==> config.mk <==
export PLATFORM = sky130hd
export DESIGN_NAME = sorted_table_insert_delete
export DESIGN_NICKNAME = d
export VERILOG_FILES = /design/src/rtl/stid_pkg.sv /design/src/rtl/sorted_table_insert_delete.sv
export SDC_FILE = /design/constraint.sdc
export NUM_CORES = 1
export LEC_CHECK = 0
export CAP_MARGIN = 20
export CORE_ASPECT_RATIO = 1.25
export CORE_MARGIN = 2
export CORE_UTILIZATION = 50
export CTS_CLUSTER_DIAMETER = 50
export CTS_CLUSTER_SIZE = 40
export DETAILED_ROUTE_END_ITERATION = 10
export DONT_BUFFER_PORTS = 1
export GPL_TIMING_DRIVEN = 0
export PLACE_DENSITY = 0.67
export SYNTH_ARGS = -nofsm -noshare
export SYNTH_HDL_FRONTEND = slang
export SYNTH_SLANG_ARGS = --single-unit
==> constraint.sdc <==
create_clock -name i_clk -period 9 [get_ports i_clk]
set_clock_uncertainty 0.1 [all_clocks]
set_input_delay 1.35 -clock i_clk [delete_from_list [all_inputs] [get_ports i_clk]]
set_output_delay 1.35 -clock i_clk [all_outputs]
set_load 0.05 [all_outputs]
==> src/rtl/stid_pkg.sv <==
`timescale 1ns / 1ps
// ---------------------------------------------------------------------------
// stid_pkg: shared codes for the sorted table
// Request and status encodings used by the table sequencer and its users.
// ---------------------------------------------------------------------------
package stid_pkg;

    typedef logic [1:0] t_req;
    typedef logic [1:0] t_status;

    localparam t_req REQ_INSERT = 2'd0;
    localparam t_req REQ_DELETE = 2'd1;
    localparam t_req REQ_DUMP   = 2'd2;
    localparam t_req REQ_NONE   = 2'd3;

    localparam t_status ST_OK        = 2'd0;
    localparam t_status ST_NOT_FOUND = 2'd1;
    localparam t_status ST_FULL      = 2'd2;
    localparam t_status ST_EMPTY     = 2'd3;

    localparam int DATA_W  = 32;
    localparam int POS_W   = 6;
    localparam int COUNT_W = 7;

endpackage

==> src/rtl/sorted_table_insert_delete.sv <==
`timescale 1ns / 1ps
// ---------------------------------------------------------------------------
// sorted_table_insert_delete: ascending table of signed values
// Insert, delete-first-match and in-order dump over a table with one read and one write port.
// ---------------------------------------------------------------------------
// Usage:
//   Requests arrive on i_req_valid / o_req_ready with i_req_type and i_value.
//   Results leave on o_res_valid / i_res_ready, one field per port.
//   Insert and delete give one result with o_last set; a dump gives one
//   result per stored entry, o_last on the final one, or a single result
//   with status empty when the table holds nothing. Request type 3 is dropped.
//   The block takes one request at a time: o_req_ready is high only while
//   the sequencer is idle, and it stays low until the last result is taken.
//   Every step goes through the one table read port and one compare unit;
//   each visited entry takes a read state, then a compare and write-back state.
//   Work done for each accepted request:
//     insert: walks down past every entry at or above the new value,
//             then writes it into the freed slot (slot zero needs no compare)
//     delete: visits every stored entry, shifting those after the match down
//     dump:   reads, captures and hands out each entry in turn
//   Rejected requests (full, empty) go straight to the result state; a dropped one stays idle.
//   A stalled receiver holds the result register and the sequencer.
//   Reset empties the table at once (count to zero); no clearing pass.
// ---------------------------------------------------------------------------
module sorted_table_insert_delete
    import stid_pkg::*;
#(
    parameter int CAPACITY = 16
) (
    input  logic                       i_clk,
    input  logic                       i_rst_n,
    input  logic                       i_req_valid,
    output logic                       o_req_ready,
    input  logic [1:0]                 i_req_type,
    input  logic signed [DATA_W-1:0]   i_value,
    output logic                       o_res_valid,
    input  logic                       i_res_ready,
    output logic [1:0]                 o_status,
    output logic signed [DATA_W-1:0]   o_entry_value,
    output logic [POS_W-1:0]           o_position,
    output logic [COUNT_W-1:0]         o_count_after,
    output logic                       o_last
);

    localparam int AW = (CAPACITY > 1) ? $clog2(CAPACITY) : 1;
    localparam int IW = $clog2(CAPACITY + 1);

    localparam logic [2:0] S_IDLE   = 3'd0;
    localparam logic [2:0] S_INS_RD = 3'd1;
    localparam logic [2:0] S_INS_EV = 3'd2;
    localparam logic [2:0] S_DEL_RD = 3'd3;
    localparam logic [2:0] S_DEL_EV = 3'd4;
    localparam logic [2:0] S_DMP_RD = 3'd5;
    localparam logic [2:0] S_DMP_EV = 3'd6;
    localparam logic [2:0] S_OUT    = 3'd7;

    logic signed [DATA_W-1:0] r_mem [CAPACITY];
    logic signed [DATA_W-1:0] r_rd_data;

    logic [2:0]               r_state, n_state;
    logic [IW-1:0]            r_count, n_count;
    logic [IW-1:0]            r_idx, n_idx;
    logic [IW-1:0]            r_pos, n_pos;
    logic                     r_found, n_found;
    logic signed [DATA_W-1:0] r_val, n_val;

    logic                     r_res_valid, n_res_valid;
    t_status                  r_status, n_status;
    logic signed [DATA_W-1:0] r_entry, n_entry;
    logic [IW-1:0]            r_opos, n_opos;
    logic [IW-1:0]            r_ocnt, n_ocnt;
    logic                     r_last, n_last;

    logic                     mem_we;
    logic [AW-1:0]            mem_waddr;
    logic signed [DATA_W-1:0] mem_wdata;
    logic [AW-1:0]            mem_raddr;
    logic [IW-1:0]            idx_m1;
    logic [IW-1:0]            idx_p1;

    assign idx_m1 = r_idx - IW'(1);
    assign idx_p1 = r_idx + IW'(1);

    // table storage: one write port, one registered read port
    always_ff @(posedge i_clk) begin
        if (mem_we) begin
            r_mem[mem_waddr] <= mem_wdata;
        end
        r_rd_data <= r_mem[mem_raddr];
    end

    always_comb begin
        n_state     = r_state;
        n_count     = r_count;
        n_idx       = r_idx;
        n_pos       = r_pos;
        n_found     = r_found;
        n_val       = r_val;
        n_res_valid = r_res_valid;
        n_status    = r_status;
        n_entry     = r_entry;
        n_opos      = r_opos;
        n_ocnt      = r_ocnt;
        n_last      = r_last;
        mem_we      = 1'b0;
        mem_waddr   = r_idx[AW-1:0];
        mem_wdata   = r_rd_data;
        mem_raddr   = r_idx[AW-1:0];

        unique case (r_state)
            S_IDLE: begin
                if (i_req_valid) begin
                    n_val   = i_value;
                    n_found = 1'b0;
                    n_status = ST_OK;
                    n_entry  = '0;
                    n_opos   = '0;
                    n_ocnt   = r_count;
                    n_last   = 1'b1;
                    unique case (i_req_type)
                        REQ_INSERT: begin
                            if (r_count == IW'(CAPACITY)) begin
                                n_status    = ST_FULL;
                                n_res_valid = 1'b1;
                                n_state     = S_OUT;
                            end else begin
                                n_idx   = r_count;
                                n_state = S_INS_RD;
                            end
                        end
                        REQ_DELETE, REQ_DUMP: begin
                            if (r_count == '0) begin
                                n_status    = ST_EMPTY;
                                n_res_valid = 1'b1;
                                n_state     = S_OUT;
                            end else begin
                                n_idx   = '0;
                                n_state = (i_req_type == REQ_DELETE) ? S_DEL_RD : S_DMP_RD;
                            end
                        end
                        default: begin
                            // unused request type: drop it
                            n_state = S_IDLE;
                        end
                    endcase
                end
            end
            S_INS_RD: begin
                if (r_idx == '0) begin
                    mem_we      = 1'b1;
                    mem_wdata   = r_val;
                    n_count     = r_count + IW'(1);
                    n_opos      = '0;
                    n_ocnt      = r_count + IW'(1);
                    n_res_valid = 1'b1;
                    n_state     = S_OUT;
                end else begin
                    mem_raddr = idx_m1[AW-1:0];
                    n_state   = S_INS_EV;
                end
            end
            S_INS_EV: begin
                mem_we = 1'b1;
                if (r_rd_data >= r_val) begin
                    // move the entry up one slot and keep walking down
                    mem_wdata = r_rd_data;
                    n_idx     = idx_m1;
                    n_state   = S_INS_RD;
                end else begin
                    mem_wdata   = r_val;
                    n_count     = r_count + IW'(1);
                    n_opos      = r_idx;
                    n_ocnt      = r_count + IW'(1);
                    n_res_valid = 1'b1;
                    n_state     = S_OUT;
                end
            end
            S_DEL_RD: begin
                if (r_idx == r_count) begin
                    if (r_found) begin
                        n_count  = r_count - IW'(1);
                        n_ocnt   = r_count - IW'(1);
                        n_opos   = r_pos;
                        n_status = ST_OK;
                    end else begin
                        n_ocnt   = r_count;
                        n_opos   = '0;
                        n_status = ST_NOT_FOUND;
                    end
                    n_res_valid = 1'b1;
                    n_state     = S_OUT;
                end else begin
                    n_state = S_DEL_EV;
                end
            end
            S_DEL_EV: begin
                if (r_found) begin
                    // close the gap behind the removed entry
                    mem_we    = 1'b1;
                    mem_waddr = idx_m1[AW-1:0];
                    mem_wdata = r_rd_data;
                end else if (r_rd_data == r_val) begin
                    n_found = 1'b1;
                    n_pos   = r_idx;
                end
                n_idx   = idx_p1;
                n_state = S_DEL_RD;
            end
            S_DMP_RD: begin
                n_state = S_DMP_EV;
            end
            S_DMP_EV: begin
                n_entry     = r_rd_data;
                n_opos      = r_idx;
                n_ocnt      = r_count;
                n_last      = (idx_p1 == r_count);
                n_status    = ST_OK;
                n_res_valid = 1'b1;
                n_idx       = idx_p1;
                n_state     = S_OUT;
            end
            S_OUT: begin
                if (i_res_ready) begin
                    n_res_valid = 1'b0;
                    n_state     = r_last ? S_IDLE : S_DMP_RD;
                end
            end
            default: begin
                n_state = S_IDLE;
            end
        endcase
    end

    always_ff @(posedge i_clk) begin
        if (!i_rst_n) begin
            r_state     <= S_IDLE;
            r_count     <= '0;
            r_res_valid <= 1'b0;
        end else begin
            r_state     <= n_state;
            r_count     <= n_count;
            r_res_valid <= n_res_valid;
        end
    end

    always_ff @(posedge i_clk) begin
        r_idx    <= n_idx;
        r_pos    <= n_pos;
        r_found  <= n_found;
        r_val    <= n_val;
        r_status <= n_status;
        r_entry  <= n_entry;
        r_opos   <= n_opos;
        r_ocnt   <= n_ocnt;
        r_last   <= n_last;
    end

    assign o_req_ready   = (r_state == S_IDLE);
    assign o_res_valid   = r_res_valid;
    assign o_status      = r_status;
    assign o_entry_value = r_entry;
    assign o_position    = POS_W'(r_opos);
    assign o_count_after = COUNT_W'(r_ocnt);
    assign o_last        = r_last;

    a_count_bound: assert property (@(posedge i_clk) disable iff (!i_rst_n)
        r_count <= IW'(CAPACITY))
        else $error("entry count above capacity");

    a_count_step: assert property (@(posedge i_clk) disable iff (!i_rst_n)
        (r_state != S_IDLE) && (n_count != r_count) |->
            (n_count == r_count + IW'(1)) || (n_count == r_count - IW'(1)))
        else $error("entry count moved by more than one");

    a_fail_last: assert property (@(posedge i_clk) disable iff (!i_rst_n)
        o_res_valid && (o_status != ST_OK) |-> o_last)
        else $error("failed request result not marked last");

    a_busy_result: assert property (@(posedge i_clk) disable iff (!i_rst_n)
        o_res_valid |-> !o_req_ready)
        else $error("request taken while a result is pending");

endmodule
==> Yosys cells after proc, flatten, opt, wreduce, memory -nomap -nowiden <==
Memories as Yosys holds them, arrays and structs flattened. A register that Yosys moved wholly into a read port is not among the register bits.
Cells that the tools add are included.
{ "totals": {"ff_bits": 97, "ram_bits": 512, "out_inout_bits": 50, "wordCells": 132, "memories": 1} }
{ "classes": {"addsub": 4, "magnitude_cmp": 1, "eq_ne": 24, "muxes": 66, "bitwise": 1, "reduce_logical": 23} }
{ "mem_list": {"columns": ["name", "words", "width", "read_ports", "rd_ports_with_merged_regs", "write_ports", "line", "source"], "rows": [
  ["r_mem", 16, 32, 1, 1, 1, "sorted_table_insert_delete.sv:57", "logic signed [DATA_W-1:0] r_mem [CAPACITY];"]
]} }
{ "op_table": {"columns": ["op", "n"], "rows": [
  ["case mux 32 bit (2 select lines)", 2],
  ["two-way mux 32 bit", 3],
  ["two-way mux 5 bit", 14],
  ["case mux 5 bit (5 select lines)", 2],
  ["equality test 32 bit", 1],
  [">= comparator 32 bit", 1],
  ["case mux 5 bit (3 select lines)", 2],
  ["two-way mux 3 bit", 8],
  ["case mux 3 bit (8 select lines)", 1],
  ["two-way mux 1 bit", 16],
  ["two-way mux 4 bit", 4],
  ["equality test 3 bit (second input constant)", 4],
  ["!= test 2 bit (second input constant)", 6],
  ["!= test 3 bit (second input constant)", 4],
  ["adder 5 x 1 -> 5 bit (second input constant)", 2],
  ["equality test 5 bit", 2],
  ["zero test 5 bit", 2],
  ["two-way mux 2 bit", 5],
  ["case mux 5 bit (2 select lines)", 1],
  ["subtractor 5 x 1 -> 5 bit (second input constant)", 2],
  ["AND reduction 9 bit", 1],
  ["nonzero test 3 bit", 3],
  ["AND reduction 2 bit", 4],
  ["equality test 3 x 2 -> 1 bit (second input constant)", 2],
  ["22 further kinds", 27]
]} }

==> Logic depth before layout (Yosys ltp) <==
{ "logic_depth": {"word_depth": 6, "depth_mapped": 12} }

==> Worst setup path before layout <==
Ideal clock, no wire load.
{ "synth_timing": {"path_kind": "reg-to-reg", "start": "register r_idx[0]", "end": "memory r_mem[3][0], enable pin", "setup_ns": 0.421, "t_arrival_ns": 3.714, "required_time_ns": 8.479, "setup_slack_ns": 4.765, "path_stages_with_launch": 11, "cell_sequence": "edfxtp_1 buf_2 inv_1 ha_1 or4b_4 nor2_1 nand2_1 a21oi_4 nand2b_1 o21ai_0 nor2_1"} }
{ "synth_via": {"elab_chain_cells": 5, "elab_cells_between_ends": 8} }
{ "synth_lines": {"columns": ["item", "line", "source"], "rows": [
  ["from (decl)", "sorted_table_insert_delete.sv:62", "logic [IW-1:0] r_idx, n_idx;"],
  ["from (signal assigned)", "sorted_table_insert_delete.sv:247", "r_idx <= n_idx;"],
  ["zero test 5 bit", "sorted_table_insert_delete.sv:149", "if (r_idx == '0) begin"],
  ["two-way mux 1 bit", "sorted_table_insert_delete.sv:149", null],
  ["case mux 1 bit (3 select lines)", "sorted_table_insert_delete.sv:110", "unique case (r_state)"],
  ["two-way mux 1 bit", "sorted_table_insert_delete.sv:86", "if (mem_we) begin"],
  ["two-way mux 1 bit (implied by the code)", "sorted_table_insert_delete.sv:87", "r_mem[mem_waddr] <= mem_wdata;"],
  ["to (decl)", "sorted_table_insert_delete.sv:57", null]
]} }
Parallel ways exist; a longest one is shown, timed or not.

==> Final worst setup path <==
{ "layout_timing": {"start": "register r_val[15]", "end": "memory r_mem[4][31] (data pin)"} }
{ "layout_via": {"elab_chain_cells": 3} }
{ "layout_lines": {"columns": ["item", "line", "source"], "rows": [
  ["from (decl)", "sorted_table_insert_delete.sv:65", "logic signed [DATA_W-1:0] r_val, n_val;"],
  ["from (signal assigned)", "sorted_table_insert_delete.sv:250", "r_val <= n_val;"],
  [">= comparator 32 bit", "sorted_table_insert_delete.sv:164", "if (r_rd_data >= r_val) begin"],
  ["two-way mux 32 bit", "sorted_table_insert_delete.sv:164", null],
  ["case mux 32 bit (2 select lines)", "sorted_table_insert_delete.sv:110", null],
  ["named net mem_wdata[31]", "sorted_table_insert_delete.sv:76", "logic signed [DATA_W-1:0] mem_wdata;"]
]} }
The timed path passes the listed nets, and every way through them passes these cells.

==> flow_metrics.tcl <==
set metrics [dict create \
    rsz0062_at_grt "false" \
    max_freq_mhz 210 \
    tightest_slew_ns 1.02 \
    mostFrequentLayoutCells "600 x edfxtp_1, 489 x nand2_1, 212 x nand3_1" \
    avgSynthCellArea_um2 13.2 \
    final_common_cell "edfxtp_1" \
    hold_slack_ns 0.391 \
    dp_hpwl_mm 48.4 \
    ctsHtreeMaxLevel 2 \
    start_util 0.505 \
    vias 16964 \
    first_pass_iters 5 \
    worstSetupPathType "flip-flop to flip-flop" \
    crit_arrival_ns 5.00 \
    whs_path_depth 0 \
    netlist_area_um2 26600 \
    max_cap_viol_count 0 \
    period_share 0.529 \
    nFillCells 4137 \
    cpPeakStageDelay_ns 0.93 \
    worstSetupStartpointType "flip-flop" \
    cts_max_path_buffers 3 \
    synth_cells 2010 \
    r2r_cells 10 \
    hold_end "r_pos[3]" \
    fin_crit_ns 4.76 \
    relSlewSlack 0.317 \
    postCtsSetupBuffers 0 \
    wl_per_cell_um 26.3 \
    grt_pass1_wl_mm 108 \
    synth_top_cell_by_area "edfxtp_1" \
    async_flop_share 0 \
    drt-total-wl_mm 73.3 \
    yosys_warnings 0 \
    grt_max_degree 29 \
    drc 0 \
    setup-violations-final 0 \
    crit_chain "inv_1 -> ha_1 -> nand4_1 -> nor4_1 -> a21boi_1 -> o31ai_1 -> and3_1 -> o21ai_4 -> buf_6 -> mux2_4" \
    r2r_setup_slack_ns 4.24 \
    ys_types 65 \
    post_cts_resized 0 \
    clock_latency_ns 0.62 \
    slew_violations 0 \
    required_ns 9.23 \
    drtIter0Drc 1758 \
    final_layout_size_suffix_gt1_frac 0.115 \
    antenna_left 0 \
    antenna_found_initial 0 \
    cts_sinks 641 \
    ys.flop_type "edfxtp_1" \
    dieHeight_um 262 \
    synth-seq-area-share 0.709 \
    core_um2 52600 \
    hp-start "r_idx[3]" \
    die_w_um 210 \
    synth_edf_count 600 \
    cts_hold_buffers 0 \
    crit_fanout 16 \
    finalSetupTns_ns 0 \
    netlist.area_leader.share 0.678 \
    rows 94 \
    status "completed" \
    final-hold-violation-count 0 \
    ys_top_cells_by_area "edfxtp_1 68%, nand2_1 6.9%, nand3_1 4.0%" \
    cts_tree "done" \
    hold_path_class "flip-flop to flip-flop" \
    nets 2159 \
    cts.clk_slew.worst_paths_ns 0.09 \
    timing.rr.end "r_mem[4][31]" \
    grt_pass1_vias 16663 \
    portBuffers 0 \
    antennaDiodeCount 0 \
    viasPerCell 6.08 \
    cts_buffers 45 \
    area_delta_synth_final_pct 11.4 \
    cp_slowest_cell "nor4_1" \
    ys_ff_latch 641 \
    track_usage 0.268 \
    grt-ovfl-total 0 \
    endpoint_kind "flip-flop" \
    gp_congestion 0.911 \
    worstReg2RegStart "r_val[15]" \
    die-area_um2 55000 \
    cts_root_buf "clkbuf_16" \
    ioPinCount 88 \
]
## stage by stage
stage	instance area [µm²]	instances	setup slack, ns	utilization
final	29600	2790	4.24	0.563
after global routing	29600	2790	4.35	0.563
after CTS	29600	2787	4.40	0.563
after detailed placement	27900	2703	4.44	0.532
after global placement	27400	2684	2.69	0.522
after floorplan	26600	2012	4.77	-
## Yosys cell counts, types with 3 or more instances
master / n
edfxtp_1: 600
nand2_1: 489
nand3_1: 212
nand4_1: 75
inv_1: 45
buf_2: 44
clkbuf_1: 41
dfxtp_1: 41
ha_1: 40
nor2_1: 39
a21oi_1: 35
and3_1: 35
mux2i_1: 35
a32oi_1: 33
o21ai_1: 32
mux2_4: 31
o21ai_0: 28
buf_6: 20
xnor2_1: 12
o22ai_1: 9
buf_4: 8
nand2b_1: 8
nor3_1: 8
xor2_1: 8
a21o_1: 5
nor2b_1: 5
a22oi_1: 4
buf_1: 4
o21a_1: 4
a221oi_1: 3
a31oi_1: 3
and2_1: 3
mux2_2: 3
nand3b_1: 3
nor2_8: 3
nor4_1: 3
o31ai_1: 3
## cells by family after synthesis
| kind of cell | share of synthesized area |
|---|---|
| XOR/XNOR | 0.00866 |
| adder cells (fa/ha/maj) | 0.0188 |
| AND/OR/NAND/NOR | 0.154 |
| AO/OA/AOI/OAI | 0.0433 |
| flip-flops | 0.709 |
| buffers and inverters | 0.0320 |
| other | 0.000141 |
| multiplexers | 0.0337 |
## how the worst max path moves through the flow
stage | from | slack (ns) | cells after the start | to
floorplan | r_idx[0] | 4.77 | 10 | r_mem[3][0]
global placement | r_idx[0] | 2.69 | 10 | r_mem[11][8]
detailed placement | r_val[15] | 4.44 | 10 | r_mem[1][31]
CTS | r_val[15] | 4.40 | 10 | r_mem[9][31]
global route | r_val[13] | 4.35 | 10 | r_mem[9][31]
finish | r_val[15] | 4.24 | 10 | r_mem[4][31]
## layout make-up
class | count | area, µm² | area share
clock inverter | 38 | 507 | 0.0171
sequential | 641 | 18800 | 0.636
clock buffer | 46 | 1130 | 0.0382
tap | 672 | 841 | 0.0284
multi-input combinational | 1207 | 7010 | 0.237
timing repair buffer | 22 | 420 | 0.0142
buffer | 117 | 674 | 0.0228
inverter | 47 | 176 | 0.00596
## metal layers
layer / GRT usage / wire (µm) / part of all wire / up-vias
met4: 0.103 / 2720 / 0.037 / 0
met1: 0.342 / 27900 / 0.38 / 8412
met3: 0.0467 / 6180 / 0.084 / 168
met5: 0 / 0 / 0 / -
li1: - / - / - / 7521
met2: 0.462 / 36500 / 0.50 / 863
## worst max-delay path, delay by kind of cell (launching register included)
| family | cells | cell delay (ns) |
|---|---|---|
| compound gates | 3 | 1.21 |
| fa+ha+maj | 1 | 0.30 |
| buf+inv | 2 | 0.42 |
| flops | 1 | 0.42 |
| mux | 1 | 0.43 |
| simple gates | 3 | 1.55 |
## registers in the layout, summed over array words and instances, names as in the netlist
register,flops
r_mem,512
o_entry_value,32
r_rd_data,32
r_val,32
r_count,5
r_idx,5
r_ocnt,5
r_opos,5
r_pos,5
r_state,3
o_status,2
o_last,1
o_res_valid,1
r_found,1
Power is left out: the tool's default activity adds up to more than one toggle a clock period on the data nets, which glitch-free logic cannot reach.
